`src/sv/polyline_stroke_quads_macros.svh`:
```
// ----------------------------------------------------------------------------
// polyline_stroke_quads assertion macros
// Shorthands for clocked, reset-qualified property checks.
// ----------------------------------------------------------------------------
`ifndef POLYLINE_STROKE_QUADS_MACROS_SVH
`define POLYLINE_STROKE_QUADS_MACROS_SVH

// same-cycle implication
`define PSQ_ASSERT_NOW(lbl, ante, cons, msg) \
    lbl: assert property (@(posedge clk) disable iff (!rst_n) (ante) |-> (cons)) \
        else $error(msg);

// next-cycle implication
`define PSQ_ASSERT_NEXT(lbl, ante, cons, msg) \
    lbl: assert property (@(posedge clk) disable iff (!rst_n) (ante) |=> (cons)) \
        else $error(msg);

`endif

```
`src/sv/psq_pkg.sv`:
```
// ----------------------------------------------------------------------------
// psq_pkg
// Shared types, constants and the corner offset vector selection.
// ----------------------------------------------------------------------------
package psq_pkg;

    localparam int NORM_W      = 16;
    localparam int VEC_W       = 17;
    localparam int HW_W        = 16;
    localparam logic [HW_W-1:0] HW_RESET = 16'd128;
    localparam int QUEUE_DEPTH = 2;

    // front normal unit sizes
    localparam int F_SQ_IW = 62;
    localparam int F_DIV_DW = 46;
    localparam int F_DIV_VW = 32;
    localparam int F_DIV_QW = 16;

    // back offset unit sizes
    localparam int B_SQ_IW = 52;
    localparam int B_DIV_DW = 44;
    localparam int B_DIV_VW = 27;
    localparam int B_DIV_QW = 17;

    typedef struct packed {
        logic signed [VEC_W-1:0] x;
        logic signed [VEC_W-1:0] y;
    } vec_t;

    typedef struct packed {
        vec_t s1;
        vec_t s2;
        logic fin;
    } job_t;

    function automatic vec_t sum_vec(
        input logic signed [NORM_W-1:0] ax,
        input logic signed [NORM_W-1:0] ay,
        input logic                     pair,
        input logic signed [NORM_W-1:0] bx,
        input logic signed [NORM_W-1:0] by
    );
        vec_t v;
        v.x = VEC_W'(ax);
        v.y = VEC_W'(ay);
        if (pair) begin
            if ((ax == '0 && ay == '0) || (bx == '0 && by == '0)) begin
                v.x = '0;
                v.y = '0;
            end else begin
                v.x = VEC_W'(ax) + VEC_W'(bx);
                v.y = VEC_W'(ay) + VEC_W'(by);
            end
        end
        return v;
    endfunction

endpackage

```
`src/sv/psq_queue.sv`:
```
// ----------------------------------------------------------------------------
// psq_queue
// Short FIFO between the front and the back.
// ----------------------------------------------------------------------------
module psq_queue #(
    parameter int W = 165
) (
    input  logic         clk,
    input  logic         rst_n,
    input  logic         push_valid,
    output logic         push_ready,
    input  logic [W-1:0] push_data,
    output logic         pop_valid,
    input  logic         pop_ready,
    output logic [W-1:0] pop_data
);
    import psq_pkg::*;

    localparam int PW = $clog2(QUEUE_DEPTH);
    localparam int CNW = $clog2(QUEUE_DEPTH + 1);

    logic [W-1:0]   entry_reg [QUEUE_DEPTH];
    logic [PW-1:0]  wr_reg, rd_reg;
    logic [CNW-1:0] cnt_reg;
    logic           do_push, do_pop;

    assign push_ready = cnt_reg != CNW'(QUEUE_DEPTH);
    assign pop_valid  = cnt_reg != '0;
    assign pop_data   = entry_reg[rd_reg];
    assign do_push    = push_valid && push_ready;
    assign do_pop     = pop_valid && pop_ready;

    always_ff @(posedge clk or negedge rst_n) begin
        if (!rst_n)
        begin
            wr_reg  <= '0;
            rd_reg  <= '0;
            cnt_reg <= '0;
        end
        else
        begin
            if (do_push) wr_reg <= wr_reg + 1'b1;
            if (do_pop) rd_reg <= rd_reg + 1'b1;
            cnt_reg <= cnt_reg + CNW'(do_push) - CNW'(do_pop);
        end
    end

    always_ff @(posedge clk) begin
        if (do_push) entry_reg[wr_reg] <= push_data;
    end
endmodule

```
`config.mk`:
```
export PLATFORM = sky130hd
export DESIGN_NAME = psq_queue
export DESIGN_NICKNAME = d
export VERILOG_FILES = /design/src/sv/polyline_stroke_quads_macros.svh /design/src/sv/psq_pkg.sv /design/src/sv/psq_queue.sv
export SDC_FILE = /design/constraint.sdc
export NUM_CORES = 1
export LEC_CHECK = 0
export BUFFER_PORTS_ARGS = -buffer_cell sky130_fd_sc_hd__buf_2
export CELL_PAD_IN_SITES_DETAIL_PLACEMENT = 0
export CELL_PAD_IN_SITES_GLOBAL_PLACEMENT = 1
export CORE_MARGIN = 10
export CORE_UTILIZATION = 44
export DETAILED_ROUTE_END_ITERATION = 8
export GPL_ROUTABILITY_DRIVEN = 1
export PLACE_DENSITY = 0.78
export SLEW_MARGIN = 10
export SYNTH_ARGS = -nofsm -noshare
export SYNTH_HDL_FRONTEND = slang
export SYNTH_SLANG_ARGS = --single-unit
```
`constraint.sdc`:
```
create_clock -name clk -period 10.1 [get_ports clk]
set_input_delay 2.02 -clock clk [delete_from_list [all_inputs] [get_ports clk]]
set_output_delay 2.02 -clock clk [all_outputs]
set_load 0.1 [all_outputs]
```
==> flow_summary.html <==
<table>
<tr><th>Metric</th><th>Value</th></tr>
<tr><th colspan="2">Status</th></tr>
<tr><td>Run status</td><td>finished clean</td></tr>
<tr><th colspan="2">Worst setup path</th></tr>
<tr><td>Internal reg-to-reg setup slack</td><td>about 7500 ps</td></tr>
<tr><td>Worst R2R Path Depth</td><td>4</td></tr>
<tr><td>Category of the critical setup timing path</td><td>reg2out</td></tr>
<tr><td>Req. time, crit path</td><td>slightly above 8000 ps</td></tr>
<tr><td>Crit path capture type</td><td>output port</td></tr>
<tr><td>Launch point of the worst reg-to-reg path</td><td>cnt_reg[0]</td></tr>
<tr><td>Cell class contributing the biggest share of worst-path delay</td><td>buffers and inverters</td></tr>
<tr><td>Worst-path fanout max</td><td>72</td></tr>
<tr><td>Cell depth of the worst setup path</td><td>3</td></tr>
<tr><td>Cell breakdown of the critical path</td><td>buf_4 -&gt; mux2_2 -&gt; buf_2</td></tr>
<tr><td>Standard cell with the maximum stage delay on the critical path</td><td>buf_4</td></tr>
<tr><td>Buf+Inv Stages, Crit Path</td><td>2</td></tr>
<tr><td>Largest stage delay on the critical path</td><td>slightly below 800 ps</td></tr>
<tr><td>Crit path DAT</td><td>between 2000 and 3000 ps</td></tr>
<tr><td>Startpoint type of the worst setup path</td><td>flop</td></tr>
<tr><td>Capture point of the worst reg-to-reg path</td><td>entry_reg[0][21]</td></tr>
<tr><th colspan="2">Place</th></tr>
<tr><td>GP Congestion</td><td>0.713</td></tr>
<tr><td>IO buf count</td><td>335</td></tr>
<tr><td>Post-detailed-placement cell area</td><td>14200 um2</td></tr>
<tr><td>Detailed Place HPWL</td><td>18.0 mm</td></tr>
<tr><th colspan="2">Die</th></tr>
<tr><td>Number of top-level design ports</td><td>336</td></tr>
<tr><td>Initial Util</td><td>44.9%</td></tr>
<tr><td>Area of the die</td><td>~35000 um2</td></tr>
<tr><td>Die width</td><td>between 150 and 200 um</td></tr>
<tr><td>Std-Cell Core Area</td><td>27100 um2</td></tr>
<tr><td>Standard-cell row count</td><td>60</td></tr>
<tr><td>Height of the die</td><td>186 um</td></tr>
<tr><th colspan="2">STA</th></tr>
<tr><td>Share of the cycle needed by the critical path after routing</td><td>a little under half</td></tr>
<tr><td>RSZ-0062 raised after global routing</td><td>no</td></tr>
<tr><td>Count of endpoints failing setup in the final report</td><td>0</td></tr>
<tr><td>Slew margin rel.</td><td>a little under a third</td></tr>
<tr><td>Peak Freq</td><td>209 MHz</td></tr>
<tr><td>Final-report hold violation count</td><td>0</td></tr>
<tr><td>Slew of the pin with the lowest slew margin</td><td>1030 ps</td></tr>
<tr><td>Clock skew after layout</td><td>5.84 ps</td></tr>
<tr><td>Clock period minus final worst setup slack</td><td>~4800 ps</td></tr>
<tr><td>Final sum of negative setup slack</td><td>0 ps</td></tr>
<tr><td>Max-slew violation count</td><td>0</td></tr>
<tr><th colspan="2">Synth</th></tr>
<tr><td>Synthesized netlist cell count</td><td>535</td></tr>
<tr><td>Predominant post-synthesis flop cell</td><td>edfxtp_1</td></tr>
<tr><td>Share of the synthesized area in the top cell type</td><td>81.4%</td></tr>
<tr><td>Area of the mapped netlist</td><td>12200 um2</td></tr>
<tr><td>Largest area contributor in the netlist</td><td>edfxtp_1</td></tr>
<tr><td>Top cells by area, synth</td><td>edfxtp_1 81%, mux2_2 15%, buf_6 1.3%</td></tr>
<tr><td>Asr flop ratio synth</td><td>1.20%</td></tr>
<tr><td>Most frequent cells after synthesis</td><td>330 x edfxtp_1, 165 x mux2_2, 14 x buf_6, 4 x dfrtp_1</td></tr>
<tr><td>Most frequently used cell type in the post-synthesis netlist</td><td>edfxtp_1</td></tr>
<tr><td>Number of synthesized flops with an enable pin</td><td>330</td></tr>
<tr><td>Net count after synthesis</td><td>705</td></tr>
<tr><td>Part of the Yosys area used for sequential elements</td><td>between 80 and 90%</td></tr>
<tr><td>Synth unique cells</td><td>19</td></tr>
<tr><td>Yosys warning total</td><td>0</td></tr>
<tr><td>Average footprint of a synthesized cell</td><td>about 23 um2</td></tr>
<tr><td>Number of register bits inferred by synthesis</td><td>334</td></tr>
<tr><th colspan="2">Final layout</th></tr>
<tr><td>Final layout net count</td><td>1067</td></tr>
<tr><td>Final cell area excluding filler cells</td><td>15200 um2</td></tr>
<tr><td>Fraction of final layout cells with drive strength greater than 1</td><td>between 60% and 70%</td></tr>
<tr><td>Number of flip-flops under the largest register name</td><td>330</td></tr>
<tr><td>Layout area overhead</td><td>25.3%</td></tr>
<tr><th colspan="2">CTS</th></tr>
<tr><td>TritonCTS clock tree</td><td>yes</td></tr>
<tr><td>CTS HTree Levels</td><td>2</td></tr>
<tr><td>Quantity of hold-fixing buffers added after cts</td><td>0</td></tr>
<tr><td>Total clock sinks</td><td>334</td></tr>
<tr><td>Post-CTS setup buffers</td><td>0</td></tr>
<tr><td>Insertion delay of the later-clocked pin in the worst-skew pair</td><td>490 ps</td></tr>
<tr><td>Buffer cell driving the clock tree root</td><td>clkbuf_16</td></tr>
<tr><td>Maximum root-to-sink buffer count</td><td>3</td></tr>
<tr><td>Clock-pin slew reported for the worst setup and hold paths after clock tree synthesis</td><td>roughly 50 ps</td></tr>
<tr><td>Gates resized, CTS repair</td><td>0</td></tr>
<tr><td>Number of buffers created by CTS</td><td>37</td></tr>
<tr><th colspan="2">Drt</th></tr>
<tr><td>Met2 wire length</td><td>13.1 mm</td></tr>
<tr><td>Drc violations</td><td>0</td></tr>
<tr><td>Count of TritonRoute iterations in the first routing pass</td><td>4</td></tr>
<tr><td>Final ANT Viol Nets</td><td>0</td></tr>
<tr><td>WL met1</td><td>10.1 mm</td></tr>
<tr><td>Number of DRC violations after detailed-routing iteration 0</td><td>384</td></tr>
<tr><td>Detailed-route wire length per cell</td><td>20.2 um</td></tr>
<tr><td>Vias per inst</td><td>4.86</td></tr>
<tr><td>Routed wire length on met3</td><td>2.50 mm</td></tr>
<tr><td>Vias after detailed routing</td><td>6281</td></tr>
<tr><td>Total length of routed wires</td><td>around 26 mm</td></tr>
<tr><td>Highest metal layer with signal wires</td><td>met5</td></tr>
<tr><th colspan="2">Min path</th></tr>
<tr><td>Origin of the worst min-delay path</td><td>wr_reg</td></tr>
<tr><td>WHS Endpoint</td><td>wr_reg</td></tr>
<tr><td>Hold Path Depth</td><td>1</td></tr>
<tr><td>Hold Crit Class</td><td>reg2reg</td></tr>
<tr><th colspan="2">Global routing</th></tr>
<tr><td>First-pass GRT wire length</td><td>39.8 mm</td></tr>
<tr><td>Congestion Overflow GR</td><td>0</td></tr>
<tr><td>Number of antenna violations at the first check in global routing</td><td>3</td></tr>
<tr><td>Number of global-route vias before repair</td><td>6694</td></tr>
<tr><td>Overall fraction of global-route tracks in use</td><td>14.5%</td></tr>
<tr><td>Maximum number of pins on one net before global-route repair</td><td>76</td></tr>
<tr><th colspan="2">Flow run</th></tr>
<tr><td>Reported max-cap violation count</td><td>0</td></tr>
</table>
-- stage by stage --
step           hold WS (ps)  utilization, %  std cells  setup WS (ps)
6_report                558            56.3       1292           5310
5_1_grt                 594            56.3       1292           5180
4_1_cts                 559            56.2       1291           5270
3_5_place_dp            554            52.4       1230           5810
3_3_place_gp            540            52.4       1230           5800
2_1_floorplan           460               -        535            416
-- how the worst max path moves through the flow --
stage | from | end | slack (ps)
5_1_grt | rd_reg | pop_data[41] | 5180
3_5_place_dp | rd_reg | pop_data[33] | 5810
4_1_cts | rd_reg | pop_data[33] | 5270
6_report | rd_reg | pop_data[41] | 5310
3_3_place_gp | rd_reg | pop_data[33] | 5800
2_1_floorplan | push_valid | entry_reg[0][0] | 420
-- cell type report --
cell class / count / area (um2)
tap: 372 / 465
multi-input combinational: 183 / 1990
clock buffer: 46 / 960
fill: 2121 / 11900
sequential: 334 / 10000
antenna: 1 / 2.50
timing repair buffer: 341 / 1720
clock inverter: 15 / 93.8
-- kinds of logic after synthesis --
| group | after synthesis | share of synthesized area (%) |
|---|---|---|
| simple gates | 10 | 0.401 |
| buf+inv | 18 | 1.50 |
| compound gates | 4 | 0.257 |
| fa+ha+maj | 1 | 0.103 |
| xor+xnor | 3 | 0.216 |
| mux | 165 | 15.3 |
| flops | 334 | 82.3 |
-- cell usage in the layout, fill, tap and decap left out, types with 2 or more instances in the layout --
cell type / synthesis / layout
buf_2: 2 / 335
edfxtp_1: 330 / 330
mux2_2: 165 / 165
clkbuf_16: 0 / 37
clkinv_1: 0 / 10
clkbuf_1: 0 / 9
buf_4: 2 / 6
xnor2_1: 3 / 3
dfrtp_1: 4 / 3
nor2_1: 3 / 2
nand2_1: 2 / 2
clkinv_2: 0 / 2
-- per-layer routing --
| metal | GRT usage (%) | up-vias |
|---|---|---|
| li1 | - | 2860 |
| met1 | 16.7 | 3127 |
| met2 | 24.3 | 250 |
| met3 | 5.83 | 42 |
| met4 | 4.16 | 2 |
| met5 | 0 | - |
Power is not shown: default switching activity piles up to over one toggle a cycle in this logic, so the estimate is an artifact.
