## config.mk

```make
export PLATFORM = sky130hd
export DESIGN_NAME = psq_front_flat
export DESIGN_NICKNAME = d
export VERILOG_FILES = /design/src/sv/polyline_stroke_quads_macros.svh /design/src/sv/psq_pkg.sv /design/src/sv/psq_ifs.sv /design/src/sv/psq_isqrt.sv /design/src/sv/psq_div.sv /design/src/sv/psq_front.sv /design/src/flat_wrapper.sv
export SDC_FILE = /design/constraint.sdc
export NUM_CORES = 2
export LEC_CHECK = 0
export BUFFER_PORTS_ARGS = -buffer_cell sky130_fd_sc_hd__buf_2
export CAP_MARGIN = 20
export CORE_MARGIN = 2
export CORE_UTILIZATION = 55
export CTS_BUF_LIST = sky130_fd_sc_hd__clkbuf_4 sky130_fd_sc_hd__clkbuf_8 sky130_fd_sc_hd__clkbuf_16
export DETAILED_ROUTE_END_ITERATION = 6
export GPL_TIMING_DRIVEN = 0
export PLACE_DENSITY = 0.68
export SETUP_SLACK_MARGIN = 0.05
export SYNTH_ARGS = -nofsm -noshare
export SYNTH_HDL_FRONTEND = slang
export SYNTH_SLANG_ARGS = --single-unit
export TNS_END_PERCENT = 20
```

## constraint.sdc

```tcl
create_clock -name clk -period 17.75 [get_ports clk]
set_input_delay 5.325 -clock clk [delete_from_list [all_inputs] [get_ports clk]]
set_output_delay 5.325 -clock clk [all_outputs]
set_load 0.02 [all_outputs]
```

## src/sv/polyline_stroke_quads_macros.svh

```systemverilog
// ----------------------------------------------------------------------------
// polyline_stroke_quads assertion macros
// Shorthands for clocked, reset-qualified property checks.
// ----------------------------------------------------------------------------
`ifndef POLYLINE_STROKE_QUADS_MACROS_SVH
`define POLYLINE_STROKE_QUADS_MACROS_SVH

// same-cycle implication
`define PSQ_ASSERT_NOW(lbl, ante, cons, msg) \
    lbl: assert property (@(posedge clk) disable iff (!rst_n) (ante) |-> (cons)) \
        else $error(msg);

// next-cycle implication
`define PSQ_ASSERT_NEXT(lbl, ante, cons, msg) \
    lbl: assert property (@(posedge clk) disable iff (!rst_n) (ante) |=> (cons)) \
        else $error(msg);

`endif

```

## src/sv/psq_pkg.sv

```systemverilog
// ----------------------------------------------------------------------------
// psq_pkg
// Shared types, constants and the corner offset vector selection.
// ----------------------------------------------------------------------------
package psq_pkg;

    localparam int NORM_W      = 16;
    localparam int VEC_W       = 17;
    localparam int HW_W        = 16;
    localparam logic [HW_W-1:0] HW_RESET = 16'd128;
    localparam int QUEUE_DEPTH = 2;

    // front normal unit sizes
    localparam int F_SQ_IW = 62;
    localparam int F_DIV_DW = 46;
    localparam int F_DIV_VW = 32;
    localparam int F_DIV_QW = 16;

    // back offset unit sizes
    localparam int B_SQ_IW = 52;
    localparam int B_DIV_DW = 44;
    localparam int B_DIV_VW = 27;
    localparam int B_DIV_QW = 17;

    typedef struct packed {
        logic signed [VEC_W-1:0] x;
        logic signed [VEC_W-1:0] y;
    } vec_t;

    typedef struct packed {
        vec_t s1;
        vec_t s2;
        logic fin;
    } job_t;

    function automatic vec_t sum_vec(
        input logic signed [NORM_W-1:0] ax,
        input logic signed [NORM_W-1:0] ay,
        input logic                     pair,
        input logic signed [NORM_W-1:0] bx,
        input logic signed [NORM_W-1:0] by
    );
        vec_t v;
        v.x = VEC_W'(ax);
        v.y = VEC_W'(ay);
        if (pair) begin
            if ((ax == '0 && ay == '0) || (bx == '0 && by == '0)) begin
                v.x = '0;
                v.y = '0;
            end else begin
                v.x = VEC_W'(ax) + VEC_W'(bx);
                v.y = VEC_W'(ay) + VEC_W'(by);
            end
        end
        return v;
    endfunction

endpackage

```

## src/sv/psq_ifs.sv

```systemverilog
// ----------------------------------------------------------------------------
// psq interfaces
// Point, quad and half width channels with valid/ready handshake.
// ----------------------------------------------------------------------------
interface psq_point_if #(parameter int COORD_WIDTH = 24);
    logic                          valid;
    logic                          ready;
    logic signed [COORD_WIDTH-1:0] point_x;
    logic signed [COORD_WIDTH-1:0] point_y;
    logic                          last_point;

    modport source (output valid, point_x, point_y, last_point, input ready);
    modport sink (input valid, point_x, point_y, last_point, output ready);
endinterface


```

## src/sv/psq_isqrt.sv

```systemverilog
// ----------------------------------------------------------------------------
// psq_isqrt
// Iterative floor square root, one root bit per cycle.
// ----------------------------------------------------------------------------
module psq_isqrt #(
    parameter int IW = 62
) (
    input  logic            clk,
    input  logic            rst_n,
    input  logic            start,
    input  logic [IW-1:0]   radicand,
    output logic            done,
    output logic [IW/2-1:0] root
);
    localparam int RW  = IW / 2;
    localparam int CNW = $clog2(RW + 1);

    logic           busy_reg;
    logic           done_reg;
    logic [CNW-1:0] cnt_reg;
    logic [IW-1:0]  sh_reg;
    logic [RW+1:0]  rem_reg;
    logic [RW-1:0]  root_reg;
    logic [RW+3:0]  cur;
    logic [RW+3:0]  trial;
    logic [RW+3:0]  diff;
    logic           ge;

    assign cur   = {rem_reg, sh_reg[IW-1 -: 2]};
    assign trial = {2'b00, root_reg, 2'b01};
    assign diff  = cur - trial;
    assign ge    = cur >= trial;

    always_ff @(posedge clk or negedge rst_n) begin
        if (!rst_n)
        begin
            busy_reg <= 1'b0;
            done_reg <= 1'b0;
            cnt_reg  <= '0;
        end
        else if (start)
        begin
            busy_reg <= 1'b1;
            done_reg <= 1'b0;
            cnt_reg  <= CNW'(RW);
        end
        else if (busy_reg)
        begin
            cnt_reg  <= cnt_reg - 1'b1;
            busy_reg <= cnt_reg != CNW'(1);
            done_reg <= cnt_reg == CNW'(1);
        end
        else
        begin
            done_reg <= 1'b0;
        end
    end

    always_ff @(posedge clk) begin
        if (start)
        begin
            sh_reg   <= radicand;
            rem_reg  <= '0;
            root_reg <= '0;
        end
        else if (busy_reg)
        begin
            sh_reg   <= {sh_reg[IW-3:0], 2'b00};
            rem_reg  <= ge ? diff[RW+1:0] : cur[RW+1:0];
            root_reg <= {root_reg[RW-2:0], ge};
        end
    end

    assign done = done_reg;
    assign root = root_reg;
endmodule

```

## src/sv/psq_div.sv

```systemverilog
// ----------------------------------------------------------------------------
// psq_div
// Restoring divider, one quotient bit per cycle; quotient must fit QW bits.
// ----------------------------------------------------------------------------
module psq_div #(
    parameter int DW = 46,
    parameter int VW = 32,
    parameter int QW = 16
) (
    input  logic          clk,
    input  logic          rst_n,
    input  logic          start,
    input  logic [DW-1:0] dividend,
    input  logic [VW-1:0] divisor,
    output logic          done,
    output logic [QW-1:0] quotient
);
    localparam int CNW = $clog2(QW + 1);

    logic           busy_reg;
    logic           done_reg;
    logic [CNW-1:0] cnt_reg;
    logic [VW-1:0]  rem_reg;
    logic [QW-1:0]  dsh_reg;
    logic [VW-1:0]  v_reg;
    logic [QW-1:0]  q_reg;
    logic [VW:0]    cur;
    logic [VW:0]    diff;
    logic           ge;

    assign cur  = {rem_reg, dsh_reg[QW-1]};
    assign diff = cur - {1'b0, v_reg};
    assign ge   = cur >= {1'b0, v_reg};

    always_ff @(posedge clk or negedge rst_n) begin
        if (!rst_n)
        begin
            busy_reg <= 1'b0;
            done_reg <= 1'b0;
            cnt_reg  <= '0;
        end
        else if (start)
        begin
            busy_reg <= 1'b1;
            done_reg <= 1'b0;
            cnt_reg  <= CNW'(QW);
        end
        else if (busy_reg)
        begin
            cnt_reg  <= cnt_reg - 1'b1;
            busy_reg <= cnt_reg != CNW'(1);
            done_reg <= cnt_reg == CNW'(1);
        end
        else
        begin
            done_reg <= 1'b0;
        end
    end

    always_ff @(posedge clk) begin
        if (start)
        begin
            rem_reg <= VW'(dividend >> QW);
            dsh_reg <= dividend[QW-1:0];
            v_reg   <= divisor;
            q_reg   <= '0;
        end
        else if (busy_reg)
        begin
            rem_reg <= ge ? diff[VW-1:0] : cur[VW-1:0];
            dsh_reg <= {dsh_reg[QW-2:0], 1'b0};
            q_reg   <= {q_reg[QW-2:0], ge};
        end
    end

    assign done     = done_reg;
    assign quotient = q_reg;
endmodule

```

## src/sv/psq_front.sv

```systemverilog
// ----------------------------------------------------------------------------
// psq_front
// Accepts points, forms segment normals and queues quad jobs.
// ----------------------------------------------------------------------------
module psq_front #(
    parameter int COORD_WIDTH = 24
) (
    input  logic                       clk,
    input  logic                       rst_n,
    psq_point_if.sink                  point,
    output logic                       push_valid,
    input  logic                       push_ready,
    output logic [4*COORD_WIDTH-1:0]   push_pts,
    output psq_pkg::job_t              push_job
);
    import psq_pkg::*;

    localparam int CW = COORD_WIDTH;
    localparam int MW = CW + 1;
    localparam int UW = (MW > 21) ? MW : 21;

    localparam logic [3:0] F_IDLE  = 4'd0;
    localparam logic [3:0] F_LOAD  = 4'd1;
    localparam logic [3:0] F_SHIFT = 4'd2;
    localparam logic [3:0] F_SQ    = 4'd3;
    localparam logic [3:0] F_SUM   = 4'd4;
    localparam logic [3:0] F_ROOT  = 4'd5;
    localparam logic [3:0] F_GOX   = 4'd6;
    localparam logic [3:0] F_DIVX  = 4'd7;
    localparam logic [3:0] F_GOY   = 4'd8;
    localparam logic [3:0] F_DIVY  = 4'd9;
    localparam logic [3:0] F_PUSH1 = 4'd10;
    localparam logic [3:0] F_PUSH2 = 4'd11;

    logic [3:0] state_reg, state_next;

    logic signed [CW-1:0]     px_reg, py_reg;
    logic                     last_reg;
    logic signed [CW-1:0]     older_x_reg, older_y_reg, newer_x_reg, newer_y_reg;
    logic signed [NORM_W-1:0] seg_x_reg, seg_y_reg, before_x_reg, before_y_reg;
    logic signed [NORM_W-1:0] nx_reg, ny_reg;
    logic [1:0]               seen_reg;
    logic                     has_before_reg;
    logic [UW-1:0]            ua_reg, ub_reg;
    logic                     neg_a_reg, neg_b_reg;
    logic [39:0]              sqa_reg, sqb_reg;
    logic [F_SQ_IW/2-1:0]     r_reg;

    logic signed [MW-1:0] dx, dy;
    logic [MW-1:0]        mag_a, mag_b;
    logic                 too_big, is_zero;
    logic                 sq_start, sq_done;
    logic [F_SQ_IW-1:0]   sq_in;
    logic [F_SQ_IW/2-1:0] sq_root;
    logic                 div_start, div_done;
    logic [F_DIV_DW-1:0]  div_in;
    logic [F_DIV_QW-1:0]  div_q;
    logic [19:0]          div_mag;
    logic signed [NORM_W-1:0] div_norm;
    logic                 advance1, advance2;

    assign dx      = MW'(px_reg) - MW'(newer_x_reg);
    assign dy      = MW'(py_reg) - MW'(newer_y_reg);
    assign mag_a   = dy[MW-1] ? MW'(-dy) : MW'(dy);
    assign mag_b   = dx[MW-1] ? MW'(-dx) : MW'(dx);
    assign too_big = ((ua_reg >> 20) != '0) || ((ub_reg >> 20) != '0);
    assign is_zero = (ua_reg == '0) && (ub_reg == '0);

    assign sq_start = state_reg == F_SUM;
    assign sq_in    = {1'b0, {1'b0, sqa_reg} + {1'b0, sqb_reg}, 20'b0};

    assign div_start = (state_reg == F_GOX) || (state_reg == F_GOY);
    assign div_mag   = (state_reg == F_GOX) ? ua_reg[19:0] : ub_reg[19:0];
    assign div_in    = F_DIV_DW'({div_mag, 25'b0}) + F_DIV_DW'(r_reg);
    assign div_norm  = ((state_reg == F_DIVX) ? neg_a_reg : neg_b_reg)
                     ? -$signed(div_q) : $signed(div_q);

    psq_isqrt #(.IW(F_SQ_IW)) u_isqrt (
        .clk      (clk),
        .rst_n    (rst_n),
        .start    (sq_start),
        .radicand (sq_in),
        .done     (sq_done),
        .root     (sq_root)
    );

    psq_div #(.DW(F_DIV_DW), .VW(F_DIV_VW), .QW(F_DIV_QW)) u_div (
        .clk      (clk),
        .rst_n    (rst_n),
        .start    (div_start),
        .dividend (div_in),
        .divisor  ({r_reg, 1'b0}),
        .done     (div_done),
        .quotient (div_q)
    );

    assign point.ready = state_reg == F_IDLE;
    assign push_valid  = ((state_reg == F_PUSH1) && (seen_reg == 2'd2))
                       || (state_reg == F_PUSH2);
    assign advance1    = (state_reg == F_PUSH1) && ((seen_reg != 2'd2) || push_ready);
    assign advance2    = (state_reg == F_PUSH2) && push_ready;
    assign push_pts    = {older_x_reg, older_y_reg, newer_x_reg, newer_y_reg};

    always_comb begin
        push_job.s1  = sum_vec(seg_x_reg, seg_y_reg, has_before_reg, before_x_reg,
                               before_y_reg);
        push_job.s2  = sum_vec(seg_x_reg, seg_y_reg, 1'b1, nx_reg, ny_reg);
        push_job.fin = 1'b0;
        if (state_reg == F_PUSH2)
        begin
            push_job.s2  = sum_vec(seg_x_reg, seg_y_reg, 1'b0, '0, '0);
            push_job.fin = 1'b1;
        end
    end

    always_comb begin
        state_next = state_reg;
        case (state_reg)
            F_IDLE:  if (point.valid) state_next = F_LOAD;
            F_LOAD:  state_next = (seen_reg == 2'd0) ? F_IDLE : F_SHIFT;
            F_SHIFT:
            begin
                if (!too_big) state_next = is_zero ? F_PUSH1 : F_SQ;
            end
            F_SQ:    state_next = F_SUM;
            F_SUM:   state_next = F_ROOT;
            F_ROOT:  if (sq_done) state_next = F_GOX;
            F_GOX:   state_next = F_DIVX;
            F_DIVX:  if (div_done) state_next = F_GOY;
            F_GOY:   state_next = F_DIVY;
            F_DIVY:  if (div_done) state_next = F_PUSH1;
            F_PUSH1: if (advance1) state_next = last_reg ? F_PUSH2 : F_IDLE;
            F_PUSH2: if (advance2) state_next = F_IDLE;
            default: state_next = F_IDLE;
        endcase
    end

    always_ff @(posedge clk or negedge rst_n) begin
        if (!rst_n)
        begin
            state_reg      <= F_IDLE;
            older_x_reg    <= '0;
            older_y_reg    <= '0;
            newer_x_reg    <= '0;
            newer_y_reg    <= '0;
            seg_x_reg      <= '0;
            seg_y_reg      <= '0;
            before_x_reg   <= '0;
            before_y_reg   <= '0;
            seen_reg       <= '0;
            has_before_reg <= 1'b0;
        end
        else
        begin
            state_reg <= state_next;
            if ((state_reg == F_LOAD) && (seen_reg == 2'd0))
            begin
                newer_x_reg <= last_reg ? '0 : px_reg;
                newer_y_reg <= last_reg ? '0 : py_reg;
                seen_reg    <= last_reg ? 2'd0 : 2'd1;
            end
            if (advance1)
            begin
                if (seen_reg == 2'd2)
                begin
                    before_x_reg   <= seg_x_reg;
                    before_y_reg   <= seg_y_reg;
                    has_before_reg <= 1'b1;
                end
                else
                begin
                    has_before_reg <= 1'b0;
                end
                older_x_reg <= newer_x_reg;
                older_y_reg <= newer_y_reg;
                newer_x_reg <= px_reg;
                newer_y_reg <= py_reg;
                seg_x_reg   <= nx_reg;
                seg_y_reg   <= ny_reg;
                seen_reg    <= 2'd2;
            end
            if (advance2)
            begin
                older_x_reg    <= '0;
                older_y_reg    <= '0;
                newer_x_reg    <= '0;
                newer_y_reg    <= '0;
                seg_x_reg      <= '0;
                seg_y_reg      <= '0;
                before_x_reg   <= '0;
                before_y_reg   <= '0;
                seen_reg       <= '0;
                has_before_reg <= 1'b0;
            end
        end
    end

    always_ff @(posedge clk) begin
        if (point.valid && point.ready)
        begin
            px_reg   <= point.point_x;
            py_reg   <= point.point_y;
            last_reg <= point.last_point;
        end
        if (state_reg == F_LOAD)
        begin
            ua_reg    <= UW'(mag_a);
            ub_reg    <= UW'(mag_b);
            neg_a_reg <= dy[MW-1];
            neg_b_reg <= !dx[MW-1] && (dx != '0);
        end
        if (state_reg == F_SHIFT)
        begin
            if (too_big)
            begin
                ua_reg <= ua_reg >> 1;
                ub_reg <= ub_reg >> 1;
            end
            else if (is_zero)
            begin
                nx_reg <= '0;
                ny_reg <= '0;
            end
        end
        if (state_reg == F_SQ)
        begin
            sqa_reg <= ua_reg[19:0] * ua_reg[19:0];
            sqb_reg <= ub_reg[19:0] * ub_reg[19:0];
        end
        if ((state_reg == F_ROOT) && sq_done) r_reg <= sq_root;
        if ((state_reg == F_DIVX) && div_done) nx_reg <= div_norm;
        if ((state_reg == F_DIVY) && div_done) ny_reg <= div_norm;
    end
endmodule

```

## src/flat_wrapper.sv

```systemverilog
// flat-port wrapper written by rule: the top's interface ports become plain ports
module psq_front_flat import psq_pkg::*;
#(
    parameter int COORD_WIDTH = 24
)
  (clk, rst_n, push_valid, push_ready, push_pts, push_job, point_valid, point_point_x, point_point_y, point_last_point, point_ready);
  psq_point_if #(.COORD_WIDTH(COORD_WIDTH)) point_i ();
  input  logic clk;
  input  logic rst_n;
  output logic push_valid;
  input  logic push_ready;
  output logic [4*COORD_WIDTH-1:0] push_pts;
  output psq_pkg::job_t push_job;
  input wire logic [$bits(point_i.valid)-1:0] point_valid;
  input wire logic [$bits(point_i.point_x)-1:0] point_point_x;
  input wire logic [$bits(point_i.point_y)-1:0] point_point_y;
  input wire logic [$bits(point_i.last_point)-1:0] point_last_point;
  output wire logic [$bits(point_i.ready)-1:0] point_ready;
  assign point_i.valid = point_valid;
  assign point_i.point_x = point_point_x;
  assign point_i.point_y = point_point_y;
  assign point_i.last_point = point_last_point;
  assign point_ready = point_i.ready;
  psq_front #(.COORD_WIDTH(COORD_WIDTH)) u_core (.clk(clk), .rst_n(rst_n), .point(point_i), .push_valid(push_valid), .push_ready(push_ready), .push_pts(push_pts), .push_job(push_job));
endmodule
```

==> metrics <==
Area Growth Syn to Fin 9.69%; crit path DAT 4.26 ns; synthesized instance count 6,154; asr flop ratio synth 29.0%; non-filler instance count after layout 7,913; most common cell after layout, fill and taps aside inv_1; Detailed Place HPWL 129 mm; synth unique cells 92; global route hottest layer met2; RSZ-0062 raised after global routing no; Seq cells post-synth 624; relative slew slack approximately a fifth; # nets final 7,606; total wire length approximately 160 mm; sequential standard cell area approximately 0.017 sq mm; Core Area 0.105 sq mm; remaining antenna violation count after routing 0; Synth area leaders fa_1, edfxtp_1, ha_1, dfrtp_1, inv_1; Max Cap Violations 0; root buffer cell clkbuf_16; Req. time, crit path approximately 12 ns; Max Buffers Root-to-Sink 3; status complete, no violations; worst skew pair latency 0.67 ns; Synth Area per Inst around 9.5 sq um; Slew Limit Fails 0; Mapped Area 0.0584 sq mm; crit path kind reg2out; area leader, netlist fa_1; proportion of netlist area held by the largest area contributor 19.3%; vias in the first global route about 46,000; Starting DRT DRC Count around 3,200; number of buffers added on ports around 220; CP Max Fanout 7; Post CTS Setup Buffer Count 0; # fillers 9,050; Clock Pin Slew Worst Setup and Hold Paths 0.06 ns; Final Cycle Share 54.0%; CP Cell Sequence ha_1, fa_1, a21o_1, a21oi_1, o21bai_1, a21oi_1, o21bai_1, a21oi_1, o21ai_0, o21a_1, o2111ai_1, a41oi_1, o21ai_0, buf_2; CTS Buf Count between 70 and 80; syn_nets around 7,300; setup ws final between 8 and 9 ns; Die Y roughly 330 um; min Tclk post-route 9.58 ns; total track usage between 30% and 40%; Cells after DPL slightly below 8,000; Initial Util 55.5%; drt pass-1 iters 6; GR Overflow Total 0; routed vias/inst 5.78; Die Wd 330 um; startpoint types flip-flop; pin count of the biggest net entering global routing 108; first-pass GRT wire length 257 mm; Least-Margin Pin Slew 1.19 ns; EDFF count, synth 310; Sink Count 624; Worst Hold Class reg2reg; routed via count 45,800; CTS Hold Bufs 0; WP buf/inv 1; FP Rows approximately 120; Crit. Startpoint u_core.seg_x_reg[0]; Top Ports 220; CTS tree built; YS warnings 0; Max Fclk 104 MHz; Fin Setup TNS 0 ns; clk_skew 0.0388 ns; layout cell share with drive strength beyond 1 6.80%; M1 GR Usage 40.0%; crit end category output pin; Finish-stage setup viols 0; worst hold start u_core.r_reg[2]; fin util approximately three fifths; max reg flops 42; ys flop type edfxtp_1; initial antenna violation count 7; crit path max-delay cell type dfrtp_1; post-cts sizing count 0; Crit path max-delay family compound AO/OA/AOI/OAI gates; met2 Use GR 50.0%; Routed wire per std cell roughly 21 um; CP peak stage delay 0.46 ns; final hold vios 0; sequential element share of the synthesized area 28.2%; multi-input logic area 0.0375 sq mm; # H-tree levels 3; die area 0.109 sq mm; commonest cells after routing, fill and taps aside inv_1, nand2_1, fa_1; Post-route DRC 0; Final GP Congestion 0.966; Top cell by count, worst path a21oi_1; DP Worst Slack 8.68 ns; grt met3 use 5.21%; FF-to-FF Start u_core.ub_reg[10]
## cells by family (layout without fill, tap and decap cells)
kind of cell,count (synthesis),after routing,synth area share (%)
other cells,0,4,0
simple gates,1521,1521,12.2
fa+ha+maj,1096,1096,30.7
mux,101,101,1.75
buf+inv,1180,1544,7.61
compound gates,1275,1275,14.1
xor+xnor,357,357,5.37
flops,624,624,28.2
## cell type report
class	instances	share of cell area, %
diodes	4	0.0156
plain buffers	242	1.45
clock buffers	101	3.31
clock inverters	35	0.822
inverters	938	5.50
multi-input cells	4350	58.5
flip-flops and latches	624	25.8
well taps	1391	2.72
repair buffers	228	1.94
## per-layer routing
layer  up-vias  wire length (um)
met5         -                41
met3       382             11800
met1     22500             68200
li1      21300                 -
met4         6              7430
met2      1633             76200
## cells in the mapped netlist, drive strengths merged, types with 133 or more instances
| master | instances |
|---|---|
| nand2 | 604 |
| xor2 | 148 |
| xnor2 | 209 |
| and2 | 152 |
| nor2 | 347 |
| dfxtp | 133 |
| ha | 532 |
| a21oi | 310 |
| edfxtp | 310 |
| dfrtp | 181 |
| fa | 564 |
| clkbuf | 215 |
| inv | 935 |
| o21ai | 341 |
## metrics by stage
step	hold WS, ns	area (sq um)
2_1_floorplan	0.418	58400
3_3_place_gp	0.435	61200
3_5_place_dp	0.435	61400
4_1_cts	0.452	64100
5_1_grt	0.466	64100
6_report	0.451	64100
## final timing paths
| kind | endpoint | slack, ns | cells after the start |
|---|---|---|---|
| worst max register to register | u_core.sqb_reg[25] | 8.45 | 29 |
| max in group asynchronous | u_core.older_y_reg[5] | 12.01 | 2 |
| worst min-delay path | u_core.u_div.v_reg[3] | 0.45 | 0 |
| worst max-delay path | push_job[34] | 8.17 | 14 |
| min in group asynchronous | u_core.before_x_reg[12] | 4.64 | 1 |
| worst min register to register | u_core.u_div.v_reg[3] | 0.45 | 0 |
Power is left out: the tool's default activity adds up to more than one toggle a clock period on the data nets, which glitch-free logic cannot reach.
